==> src/rtl/mcr_pkg.sv <==
package mcr_pkg;

    localparam int COORD_W = 8;
    localparam int COLOR_W = 16;
    localparam int XPOS_W  = 9;
    localparam int YPOS_W  = 10;
    localparam int DEC_W   = 12;
    localparam int IDX_W   = 3;

    // request kinds
    localparam logic KIND_START = 1'b0;
    localparam logic KIND_STEP  = 1'b1;

    // drawing modes
    localparam logic MODE_OUTLINE = 1'b0;
    localparam logic MODE_FILL    = 1'b1;

    // index of the final primitive of a step
    localparam logic [IDX_W-1:0] LAST_OUTLINE = 3'd7;
    localparam logic [IDX_W-1:0] LAST_FILL    = 3'd1;

    // one iteration snapshot handed from the walker to the emitter
    typedef struct packed {
        logic [COORD_W-1:0] x;
        logic [COORD_W-1:0] y;
        logic [COORD_W-1:0] cx;
        logic [COORD_W-1:0] cy;
        logic [COLOR_W-1:0] color;
        logic               fill;
        logic               done;
    } job_t;

    typedef struct packed {
        logic active;
    } walk_status_t;

    typedef struct packed {
        logic             busy;
        logic [IDX_W-1:0] idx;
    } emit_status_t;

endpackage

==> src/rtl/mcr_req_if.sv <==
interface mcr_req_if;
    import mcr_pkg::*;

    logic               valid;
    logic               ready;
    logic               kind;
    logic [COORD_W-1:0] center_x;
    logic [COORD_W-1:0] center_y;
    logic [COORD_W-1:0] radius;
    logic [COLOR_W-1:0] pen_color;
    logic               fill_mode;

    modport source (
        output valid, kind, center_x, center_y, radius, pen_color, fill_mode,
        input  ready
    );

    modport sink (
        input  valid, kind, center_x, center_y, radius, pen_color, fill_mode,
        output ready
    );
endinterface

==> src/rtl/mcr_res_if.sv <==
interface mcr_res_if;
    import mcr_pkg::*;

    logic               valid;
    logic               ready;
    logic [COORD_W-1:0] out_x;
    logic [COORD_W-1:0] out_y;
    logic [COORD_W-1:0] out_height;
    logic [COORD_W-1:0] out_width;
    logic [COLOR_W-1:0] out_color;
    logic               step_last;
    logic               circle_done;

    modport source (
        output valid, out_x, out_y, out_height, out_width, out_color,
               step_last, circle_done,
        input  ready
    );

    modport sink (
        input  valid, out_x, out_y, out_height, out_width, out_color,
               step_last, circle_done,
        output ready
    );
endinterface

==> src/rtl/mcr_walker.sv <==
module mcr_walker (
    input  logic                  clk,
    input  logic                  rst_n,
    mcr_req_if.sink               req,
    input  logic                  job_ready,
    output logic                  job_load,
    output mcr_pkg::job_t         job,
    output mcr_pkg::walk_status_t status
);
    import mcr_pkg::*;

    logic [XPOS_W-1:0]  cur_x_reg, cur_x_next;
    logic [YPOS_W-1:0]  cur_y_reg, cur_y_next;
    logic [DEC_W-1:0]   decision_reg, decision_next;
    logic [COORD_W-1:0] centre_col_reg, centre_col_next;
    logic [COORD_W-1:0] centre_row_reg, centre_row_next;
    logic [COLOR_W-1:0] held_color_reg, held_color_next;
    logic               held_fill_reg, held_fill_next;
    logic               active_reg, active_next;

    logic               accept;
    logic               step_go;
    logic [DEC_W-1:0]   x_ext;
    logic [DEC_W-1:0]   y_ext;
    logic [DEC_W-1:0]   diff;
    logic [DEC_W-1:0]   dec_neg;
    logic [DEC_W-1:0]   dec_pos;
    logic [XPOS_W-1:0]  x_inc;
    logic [YPOS_W-1:0]  y_upd;
    logic               done;

    assign req.ready = job_ready;
    assign accept    = req.valid && job_ready;
    assign step_go   = accept && (req.kind == KIND_STEP) && active_reg;
    assign job_load  = step_go;

    // one midpoint iteration; the decision arithmetic is in 12-bit two's complement
    always_comb
    begin
        x_ext   = {{(DEC_W-XPOS_W){1'b0}}, cur_x_reg};
        y_ext   = {{(DEC_W-YPOS_W){cur_y_reg[YPOS_W-1]}}, cur_y_reg};
        diff    = x_ext - y_ext;
        dec_neg = decision_reg + {x_ext[DEC_W-3:0], 2'b00} + 12'd6;
        dec_pos = decision_reg + {diff[DEC_W-3:0], 2'b00} + 12'd10;
        x_inc   = cur_x_reg + 9'd1;
        y_upd   = decision_reg[DEC_W-1] ? cur_y_reg : (cur_y_reg - 10'd1);
        done    = $signed({2'b00, x_inc}) > $signed({y_upd[YPOS_W-1], y_upd});
    end

    always_comb
    begin
        cur_x_next      = cur_x_reg;
        cur_y_next      = cur_y_reg;
        decision_next   = decision_reg;
        centre_col_next = centre_col_reg;
        centre_row_next = centre_row_reg;
        held_color_next = held_color_reg;
        held_fill_next  = held_fill_reg;
        active_next     = active_reg;
        if (accept && (req.kind == KIND_START))
        begin
            cur_x_next      = '0;
            cur_y_next      = {2'b00, req.radius};
            decision_next   = 12'd3 - {3'b000, req.radius, 1'b0};
            centre_col_next = req.center_x;
            centre_row_next = req.center_y;
            held_color_next = req.pen_color;
            held_fill_next  = req.fill_mode;
            active_next     = 1'b1;
        end
        else if (step_go)
        begin
            cur_x_next    = x_inc;
            cur_y_next    = y_upd;
            decision_next = decision_reg[DEC_W-1] ? dec_neg : dec_pos;
            active_next   = !done;
        end
    end

    always_ff @(posedge clk or negedge rst_n)
    begin
        if (!rst_n)
        begin
            cur_x_reg      <= '0;
            cur_y_reg      <= '0;
            decision_reg   <= '0;
            centre_col_reg <= '0;
            centre_row_reg <= '0;
            held_color_reg <= '0;
            held_fill_reg  <= 1'b0;
            active_reg     <= 1'b0;
        end
        else
        begin
            cur_x_reg      <= cur_x_next;
            cur_y_reg      <= cur_y_next;
            decision_reg   <= decision_next;
            centre_col_reg <= centre_col_next;
            centre_row_reg <= centre_row_next;
            held_color_reg <= held_color_next;
            held_fill_reg  <= held_fill_next;
            active_reg     <= active_next;
        end
    end

    // snapshot of the pre-step position
    always_comb
    begin
        job.x     = cur_x_reg[COORD_W-1:0];
        job.y     = cur_y_reg[COORD_W-1:0];
        job.cx    = centre_col_reg;
        job.cy    = centre_row_reg;
        job.color = held_color_reg;
        job.fill  = held_fill_reg;
        job.done  = done;
    end

    assign status.active = active_reg;

endmodule

==> src/rtl/mcr_emitter.sv <==
module mcr_emitter (
    input  logic                  clk,
    input  logic                  rst_n,
    input  logic                  job_load,
    input  mcr_pkg::job_t         job,
    output logic                  job_ready,
    mcr_res_if.source             res,
    output mcr_pkg::emit_status_t status
);
    import mcr_pkg::*;

    job_t               job_reg, job_next;
    logic               busy_reg, busy_next;
    logic [IDX_W-1:0]   idx_reg, idx_next;
    logic               out_valid_reg, out_valid_next;

    logic [COORD_W-1:0] x_reg, y_reg, h_reg, w_reg;
    logic [COLOR_W-1:0] color_reg;
    logic               last_reg, done_reg;

    logic               emit;
    logic               is_last;
    logic [IDX_W-1:0]   last_idx;
    logic [COORD_W-1:0] px, py, ph, pw;
    logic [COORD_W-1:0] xa, xs, ya, ys, xay, xsy, yax, ysx;

    assign last_idx  = (job_reg.fill == MODE_FILL) ? LAST_FILL : LAST_OUTLINE;
    assign is_last   = (idx_reg == last_idx);
    assign emit      = busy_reg && (!out_valid_reg || res.ready);
    assign job_ready = !busy_reg || (emit && is_last);

    always_comb
    begin
        xa  = job_reg.cx + job_reg.x;
        xs  = job_reg.cx - job_reg.x;
        ya  = job_reg.cy + job_reg.y;
        ys  = job_reg.cy - job_reg.y;
        xay = job_reg.cx + job_reg.y;
        xsy = job_reg.cx - job_reg.y;
        yax = job_reg.cy + job_reg.x;
        ysx = job_reg.cy - job_reg.x;
        px  = xa;
        py  = ya;
        ph  = 8'd1;
        pw  = 8'd1;
        if (job_reg.fill == MODE_FILL)
        begin
            if (idx_reg == '0)
            begin
                px = xs;
                py = ys;
                ph = {job_reg.y[COORD_W-2:0], 1'b0};
                pw = {job_reg.x[COORD_W-2:0], 1'b0};
            end
            else
            begin
                px = xsy;
                py = ysx;
                ph = {job_reg.x[COORD_W-2:0], 1'b0};
                pw = {job_reg.y[COORD_W-2:0], 1'b0};
            end
        end
        else
        begin
            unique case (idx_reg)
                3'd0:    begin px = xa;  py = ya;  end
                3'd1:    begin px = xa;  py = ys;  end
                3'd2:    begin px = xs;  py = ya;  end
                3'd3:    begin px = xs;  py = ys;  end
                3'd4:    begin px = xay; py = yax; end
                3'd5:    begin px = xay; py = ysx; end
                3'd6:    begin px = xsy; py = yax; end
                default: begin px = xsy; py = ysx; end
            endcase
        end
    end

    always_comb
    begin
        busy_next = busy_reg;
        idx_next  = idx_reg;
        job_next  = job_reg;
        if (emit)
        begin
            if (is_last)
            begin
                busy_next = 1'b0;
                idx_next  = '0;
            end
            else
            begin
                idx_next = idx_reg + 3'd1;
            end
        end
        if (job_load)
        begin
            busy_next = 1'b1;
            idx_next  = '0;
            job_next  = job;
        end
        if (emit)
            out_valid_next = 1'b1;
        else if (res.ready)
            out_valid_next = 1'b0;
        else
            out_valid_next = out_valid_reg;
    end

    always_ff @(posedge clk or negedge rst_n)
    begin
        if (!rst_n)
        begin
            busy_reg      <= 1'b0;
            idx_reg       <= '0;
            out_valid_reg <= 1'b0;
        end
        else
        begin
            busy_reg      <= busy_next;
            idx_reg       <= idx_next;
            out_valid_reg <= out_valid_next;
        end
    end

    always_ff @(posedge clk)
    begin
        job_reg <= job_next;
        if (emit)
        begin
            x_reg     <= px;
            y_reg     <= py;
            h_reg     <= ph;
            w_reg     <= pw;
            color_reg <= job_reg.color;
            last_reg  <= is_last;
            done_reg  <= is_last && job_reg.done;
        end
    end

    assign res.valid       = out_valid_reg;
    assign res.out_x       = x_reg;
    assign res.out_y       = y_reg;
    assign res.out_height  = h_reg;
    assign res.out_width   = w_reg;
    assign res.out_color   = color_reg;
    assign res.step_last   = last_reg;
    assign res.circle_done = done_reg;

    assign status.busy = busy_reg;
    assign status.idx  = idx_reg;

endmodule

==> src/rtl/midpoint_circle_rasterizer.sv <==
// Midpoint circle rasterizer.
// A step request's first primitive reaches res via the emitter snapshot register,
// then its output register. A step emits eight primitives in outline mode and two
// in filled mode, one primitive per cycle while res is ready; a start or idle step emits none.
// Reset (rst_n, async, active low) clears the circle state, leaving no circle active.
module midpoint_circle_rasterizer (
    input  logic      clk,
    input  logic      rst_n,
    mcr_req_if.sink   req,
    mcr_res_if.source res
);
    import mcr_pkg::*;

    // walker -> emitter hand-off of one iteration snapshot
    job_t         job;
    logic         job_load;
    logic         job_ready;
    walk_status_t walk_status;
    emit_status_t emit_status;

    // Walker: hold the circle state, take start and step requests, and advance
    // the decision variable once per step. A request is taken whenever the
    // emitter can accept a new snapshot, so a start can overlap the drain of
    // the previous step.
    mcr_walker u_walker (
        .clk       (clk),
        .rst_n     (rst_n),
        .req       (req),
        .job_ready (job_ready),
        .job_load  (job_load),
        .job       (job),
        .status    (walk_status)
    );

    // Emitter: hold one snapshot and walk through its eight points or two
    // rectangles into the output register, one per cycle unless res stalls. The last
    // primitive frees the snapshot slot in the same cycle it is sent.
    mcr_emitter u_emitter (
        .clk       (clk),
        .rst_n     (rst_n),
        .job_load  (job_load),
        .job       (job),
        .job_ready (job_ready),
        .res       (res),
        .status    (emit_status)
    );

`ifndef SYNTHESIS
    // circle completion is only flagged on the closing primitive of a step
    a_done_on_last: assert property (@(posedge clk) disable iff (!rst_n)
        res.valid |-> (!res.circle_done || res.step_last))
        else $error("circle_done without step_last");

    // an accepted start always leaves a circle in progress
    a_start_active: assert property (@(posedge clk) disable iff (!rst_n)
        (req.valid && req.ready && req.kind == KIND_START) |=> walk_status.active)
        else $error("start did not activate circle");

    // an idle emitter sits at the first primitive index
    a_idle_idx: assert property (@(posedge clk) disable iff (!rst_n)
        !emit_status.busy |-> (emit_status.idx == '0))
        else $error("idle emitter with nonzero index");

    // a new snapshot only enters when the slot is free
    a_load_free: assert property (@(posedge clk) disable iff (!rst_n)
        job_load |-> job_ready)
        else $error("snapshot loaded into a busy emitter");
`endif

endmodule
==> src/flat_wrapper.sv <==
// flat-port wrapper written by rule: the top's interface ports become plain ports
module midpoint_circle_rasterizer_flat import mcr_pkg::*;
  (clk, rst_n, req_valid, req_kind, req_center_x, req_center_y, req_radius, req_pen_color, req_fill_mode, req_ready, res_valid, res_out_x, res_out_y, res_out_height, res_out_width, res_out_color, res_step_last, res_circle_done, res_ready);
  mcr_req_if req_i ();
  mcr_res_if res_i ();
  input  logic clk;
  input  logic rst_n;
  input wire logic [$bits(req_i.valid)-1:0] req_valid;
  input wire logic [$bits(req_i.kind)-1:0] req_kind;
  input wire logic [$bits(req_i.center_x)-1:0] req_center_x;
  input wire logic [$bits(req_i.center_y)-1:0] req_center_y;
  input wire logic [$bits(req_i.radius)-1:0] req_radius;
  input wire logic [$bits(req_i.pen_color)-1:0] req_pen_color;
  input wire logic [$bits(req_i.fill_mode)-1:0] req_fill_mode;
  output wire logic [$bits(req_i.ready)-1:0] req_ready;
  output wire logic [$bits(res_i.valid)-1:0] res_valid;
  output wire logic [$bits(res_i.out_x)-1:0] res_out_x;
  output wire logic [$bits(res_i.out_y)-1:0] res_out_y;
  output wire logic [$bits(res_i.out_height)-1:0] res_out_height;
  output wire logic [$bits(res_i.out_width)-1:0] res_out_width;
  output wire logic [$bits(res_i.out_color)-1:0] res_out_color;
  output wire logic [$bits(res_i.step_last)-1:0] res_step_last;
  output wire logic [$bits(res_i.circle_done)-1:0] res_circle_done;
  input wire logic [$bits(res_i.ready)-1:0] res_ready;
  assign req_i.valid = req_valid;
  assign req_i.kind = req_kind;
  assign req_i.center_x = req_center_x;
  assign req_i.center_y = req_center_y;
  assign req_i.radius = req_radius;
  assign req_i.pen_color = req_pen_color;
  assign req_i.fill_mode = req_fill_mode;
  assign req_ready = req_i.ready;
  assign res_valid = res_i.valid;
  assign res_out_x = res_i.out_x;
  assign res_out_y = res_i.out_y;
  assign res_out_height = res_i.out_height;
  assign res_out_width = res_i.out_width;
  assign res_out_color = res_i.out_color;
  assign res_step_last = res_i.step_last;
  assign res_circle_done = res_i.circle_done;
  assign res_i.ready = res_ready;
  midpoint_circle_rasterizer u_core (.clk(clk), .rst_n(rst_n), .req(req_i), .res(res_i));
endmodule
==> config.mk <==
export PLATFORM = sky130hd
export DESIGN_NAME = midpoint_circle_rasterizer_flat
export DESIGN_NICKNAME = d
export VERILOG_FILES = /design/src/rtl/mcr_pkg.sv /design/src/rtl/mcr_req_if.sv /design/src/rtl/mcr_res_if.sv /design/src/rtl/mcr_walker.sv /design/src/rtl/mcr_emitter.sv /design/src/rtl/midpoint_circle_rasterizer.sv /design/src/flat_wrapper.sv
export SDC_FILE = /design/constraint.sdc
export NUM_CORES = 1
export LEC_CHECK = 0
export BUFFER_PORTS_ARGS = -buffer_cell sky130_fd_sc_hd__buf_2
export CAP_MARGIN = 40
export CORE_ASPECT_RATIO = 1.2
export CORE_UTILIZATION = 31
export DETAILED_ROUTE_END_ITERATION = 8
export PLACE_DENSITY = 0.56
export SLEW_MARGIN = 0
export SYNTH_ARGS = -nofsm -noshare
export SYNTH_HDL_FRONTEND = slang
export SYNTH_HIERARCHICAL = 1
export SYNTH_SLANG_ARGS = --single-unit
==> constraint.sdc <==
create_clock -name clk -period 5.9 [get_ports clk]
set_input_delay 0.59 -clock clk [delete_from_list [all_inputs] [get_ports clk]]
set_output_delay 0.59 -clock clk [all_outputs]
set_load 0.05 [all_outputs]
* After elaboration in Yosys (flattened, before gate mapping)
Index checks and enable logic that the tools add are counted.
** Word-level totals
- Register bits after elaboration :: 170
- Memories kept :: 0
- Memory bits (read-only) :: 0
- Bits in writable memories :: 0
- Bits in latches :: 0
- Output and inout bits :: 52
** Operators by class
- Bitwise operators :: 1
- $add $sub $neg :: 17
- Magnitude comparators :: 1
- Shift-type cells :: 0
- Muxes and demuxes :: 27
- Equality and inequality tests :: 7
- Reduce and logical (&&, ||, !) cells :: 24
- Multiply operators :: 0
- Divide/modulo/power cells :: 0
** Operator list (number)
- 2-to-1 mux 8 bit :: 6
- case mux 8 bit (3 select lines) :: 2
- 2-to-1 mux 12 bit :: 3
- adder 8 bit :: 4
- subtractor 8 bit :: 4
- 2-to-1 mux 10 bit :: 3
- 2-to-1 mux 9 bit :: 2
- adder 12 x 11 -> 12 bit :: 1
- adder 12 bit :: 1
- adder 12 x 3 -> 12 bit, second input constant :: 1
- adder 12 x 4 -> 12 bit, second input constant :: 1
- 2-to-1 mux 3 bit :: 4
- OR reduction 2 bit :: 6
- greater-than comparator 10 bit :: 1
- subtractor 10 x 1 -> 10 bit, second input constant :: 1
- subtractor 10 bit :: 1
- subtractor 2 x 9 -> 10 bit, first input constant :: 1
- adder 9 x 1 -> 9 bit, second input constant :: 1
- equality test 3 bit, second input constant :: 3
- nonzero test 2 bit :: 4
- logical AND 1 bit :: 7
- 2-to-1 mux 1 bit :: 7
- equality test 3 x 2 -> 1 bit, second input constant :: 2
- adder 3 x 1 -> 3 bit, second input constant :: 1
- 7 further kinds :: 10

* Depth between registers and ports, before layout
- Depth in word-level cells :: 10
- Mapped depth :: 18
- Depth with buffers taken out :: 18

* Modules after synthesis
Netlist, hierarchy kept.
** Modules (own cells, without submodules)
- mcr_emitter :: area each 5960.7 um2, sequential area each 3098.0 um2, times used 1, cells each 545
- mcr_walker :: area each 4684.5 um2, sequential area each 1601.5 um2, times used 1, cells each 542

* Worst setup path before layout
Ideal clock, no wire load.
- Path type :: register to register
- From :: register u_core.u_emitter.idx_reg[2]
- To :: register u_core/u_emitter/job_reg[0] (netlist name) (enable)
- Required time :: 5.462 ns
- Arrival :: 3.175 ns
- Period minus slack after synthesis :: 3.613 ns
- Slack :: 2.287 ns
- Stages on the path, launching flop included :: 10
- Path through :: dfrtp_1 -> clkbuf_1 -> nand2_1 -> o21ai_0 -> and2_1 -> nand2_1 -> nand2_1 -> nand4_1 -> clkinv_1 -> clkbuf_1
** On the way
- Word-level cells in the longest chain between the ends :: 6
** RTL lines
- start: declaration :: line mcr_emitter.sv:14 : logic [IDX_W-1:0] idx_reg, idx_next;
- start signal: assignment :: line mcr_emitter.sv:120 : idx_reg <= idx_next;
- equality test 3 bit :: line mcr_emitter.sv:28 : assign is_last = (idx_reg == last_idx);
- via u_core.u_emitter.is_last :: line mcr_emitter.sv:22 : logic is_last;
- logical AND 1 bit :: line mcr_emitter.sv:30 : assign job_ready = !busy_reg || (emit && is_last);
- logical OR 1 bit :: line mcr_emitter.sv:30
- via u_core.job_ready :: line midpoint_circle_rasterizer.sv:17 : logic job_ready;
- logical AND 1 bit :: line mcr_walker.sv:33 : assign accept = req.valid && job_ready;
- logical AND 1 bit (2 in series) :: line mcr_walker.sv:34 : assign step_go = accept && (req.kind == KIND_STEP) && active_reg;
- via u_core.job_load :: line midpoint_circle_rasterizer.sv:16 : logic job_load;
- end signal: assignment :: line mcr_emitter.sv:127 : job_reg <= job_next;
- end: declaration :: line mcr_emitter.sv:12 : job_t job_reg, job_next;
The timed path passes the listed nets, and every way through them passes these cells.
A chain may end at the register's enable or synchronous reset.

* Final worst setup path
- From :: register u_core.u_emitter.idx_reg[0]
- To :: register u_core.u_emitter.x_reg[6] (netlist: u_core/u_emitter/res.out_x[6]) (data pin)
** On the way
- Word-level cells in the longest chain between the ends :: 4
** RTL lines
- equality test 3 bit (tied with other cells) :: line mcr_emitter.sv:65 : unique case (idx_reg)
- OR reduction 2 bit (no source line)
- case mux 8 bit (3 select lines) :: line mcr_emitter.sv:65
- 2-to-1 mux 8 bit * :: line mcr_emitter.sv:46 : if (job_reg.fill == MODE_FILL)
- via u_core.u_emitter.px[6] :: line mcr_emitter.sv:24 : logic [COORD_W-1:0] px, py, ph, pw;
- end signal: assignment :: line mcr_emitter.sv:130 : x_reg <= px;
- end: declaration :: line mcr_emitter.sv:17 : logic [COORD_W-1:0] x_reg, y_reg, h_reg, w_reg;
Mark *: on every way through the listed nets, which the timed path passes. The rest lies on a longest branch.

==> flow_summary.yaml <==
clock_network:
  cts_hold_buffers: 0
  clkTransAtPathRegs_ns: 0.07
  post_cts.repair.setup_buffers: 0
  ctsRootBufferMaster: "clkbuf_16"
  tritoncts: "yes"
  cts-htree-levels: 4
  cts_buffers: 17
  post_cts_resize_count: 0
  max-clock-path-buffers: 2
  cts.sink_count: 168
  clock_insertion_delay_worst_skew_ns: 0.44
yosys:
  synthCells: 1086
  syn-num-nets: 1245
  syn_area_mm2: 0.0106
  syn_area_cell_um2: 9.80
  yosysWarningCount: 6
sta:
  grt_setup_unrepaired: "false"
  totalNegativeSetupSlack_ns: 0
  worst_clock_skew_ns: 0.0122
  finalSetupViolCount: 0
  fmaxAchievable_mhz: 244
  slew_headroom_pct: 42.1
  worst-slew-pin-transition_ns: 0.869
  count_of_final_max_slew_check_failures: 0
  timing.final.crit_period_ns: 4.10
  finalHoldViolations: 0
  final.period_utilization_pct: 69.5
final_layout:
  antenna_cells_inserted: 0
  finish.net_count: 1315
  n_fill_cell: 3470
  area_added_between_synthesis_and_finish_pct: 13.6
  layoutNonFillerInstCount: 1619
  final_layout_size_suffix_gt1_share_pct: 13.2
  area_of_all_placed_cells_without_fillers_mm2: 0.0121
  largest_register_ffs: 50
grt:
  grtUsageTotal_pct: 15.4
  global_route.overflow_total: 0
  grt_pass1_vias: 7924
  grt_first_pass_wirelength_um: 41200
  grt_antenna_before_repair: 0
  grt_max_degree: 50
critical_path:
  critical_path_arrival_ns: 4.25
  r2r_cells: 15
  rr_endpoint: "u_core/u_emitter/res.out_x[6]"
  critPathRequiredTime_ns: 6.05
  slowest_stage: "dfrtp_1"
  crit_path_cell_trace: "clkinv_1 > ha_1 > or2_2 > nand2_1 > mux2_2 > ha_1 > inv_1 > fa_1 > nor2b_1 > nor3_1 > o21bai_1 > a21oi_1 > xnor2_1 > a22oi_1 > a31oi_1"
  rrSetupSlack_ns: 1.80
  cp_common_cell: "ha_1"
  worstSetupStartpointType: "flip-flop"
  endpoint: "u_core/u_emitter/res.out_x[6]"
  cp-end-kind: "flip-flop"
  critical_path_depth: 15
  critPathLaunch: "u_core/u_emitter/idx_reg[0]"
  regToRegStartpoint: "u_core/u_emitter/idx_reg[0]"
  critPathKind: "reg -> reg"
  worst-path-buf-inv: 2
  worst_path_dominant_cell_family: "simple AND/OR/NAND/NOR gates"
  worstPathMaxFanout: 15
  cpPeakStageDelay_ns: 0.59
floorplan:
  ios: 98
  die-area_mm2: 0.0351
  floorplan.die.width_um: 171
  placementRows: 73
  core_area_mm2: 0.0334
  chipHeight_um: 205
  initial_core_util_pct: 31.8
detailed_routing:
  routed_wirelength_um: 25900
  postRouteAntennaNets: 0
  routed-via-count: 7964
  wl_per_cell_um: 16.0
  routed_via_density: 4.92
  residual_drc_count: 0
  drt-pass1-iter-count: 5
  drt_first_iter_violations: 485
place:
  dpl.cell_count: 1587
  gpl.final_weighted_congestion: 0.881
  dpl_cell_area_mm2: 0.0115
  dpl.hpwl_um: 19900
  port-buffer-count: 97
status:
  run_status: "complete, no violations"
pwr:
  irDropWorstVdd_uv: 214
  leakage_nw: 5.32
  power_density_mw_per_mm2: 611
flow_run:
  max-cap-violations: 0
worst_hold_path:
  hold_path.class: "in -> async"
placed cells by master, fill, tap and decap left out, drive strengths merged, types with 3 or more instances in the layout:
cell type,instances
nand2b,13
o21ai,66
and2,3
nand4,3
edfxtp,99
and3,8
o31a,6
o21bai,7
a21o,13
mux2i,4
nand3,13
a31oi,8
clkinv,6
or2,4
nor2b,17
o221ai,5
buf,107
fa,9
clkbuf,19
ha,104
nor2,67
o211ai,9
dfrtp,69
o21a,13
inv,66
a21oi,73
nor4,7
or4,4
a211oi,13
a221o,4
xnor2,50
xor2,28
nand2,196
o22ai,5
a22o,6
nor3,12
a221oi,4
metrics by stage:
stage	util [%]	setup WS (ns)	hold WS, ns	power [mW]
finish	36.1	1.80	0.0703	7.38
detailed placement	34.5	1.86	0.405	6.32
floorplan	-	2.29	0.294	5.42
CTS	36.1	1.82	0.0643	7.42
global placement	34.1	1.94	0.402	6.21
global route	36.1	1.46	0.0821	8.01
metal layers:
| layer | wire (um) | share of wire [%] | global-route usage (%) |
|---|---|---|---|
| met1 | 11000 | 42 | 18.4 |
| met2 | 13200 | 51 | 27.1 |
| met3 | 904 | 3.5 | 2.55 |
| met4 | 727 | 2.8 | 6.44 |
| met5 | 0 | 0 | 0 |
how the worst min path moves through the flow:
| stage | startpoint | to | slack, ns |
|---|---|---|---|
| final | rst_n | u_core/u_walker/decision_reg[3] | 0.07 |
| after global routing | rst_n | u_core/u_walker/decision_reg[7] | 0.08 |
| after CTS | rst_n | u_core/u_walker/decision_reg[3] | 0.06 |
| after detailed placement | u_core/u_emitter/job_reg[9] | u_core/u_emitter/res.out_color[7] | 0.41 |
| after global placement | u_core/u_emitter/job_reg[13] | u_core/u_emitter/res.out_color[11] | 0.40 |
| after floorplan | rst_n | u_core/u_emitter/busy_reg | 0.29 |
layout make-up:
| type | count | area, um^2 | area share, % |
|---|---|---|---|
| timing repair buffer | 107 | 639 | 5.29 |
| tap | 450 | 563 | 4.66 |
| clock inverter | 13 | 121 | 1.00 |
| sequential | 168 | 4700 | 38.9 |
| multi-input combinational | 800 | 5390 | 44.6 |
| clock buffer | 19 | 433 | 3.58 |
| inverter | 62 | 233 | 1.93 |
report_power, final:
| group | internal, mW | switching (mW) | total [mW] |
|---|---|---|---|
| sequential | 1.80 | 0.329 | 2.13 |
| clock | 0.587 | 0.480 | 1.07 |
| combinational | 1.59 | 2.59 | 4.18 |
Power figures use the tool's default switching activity.
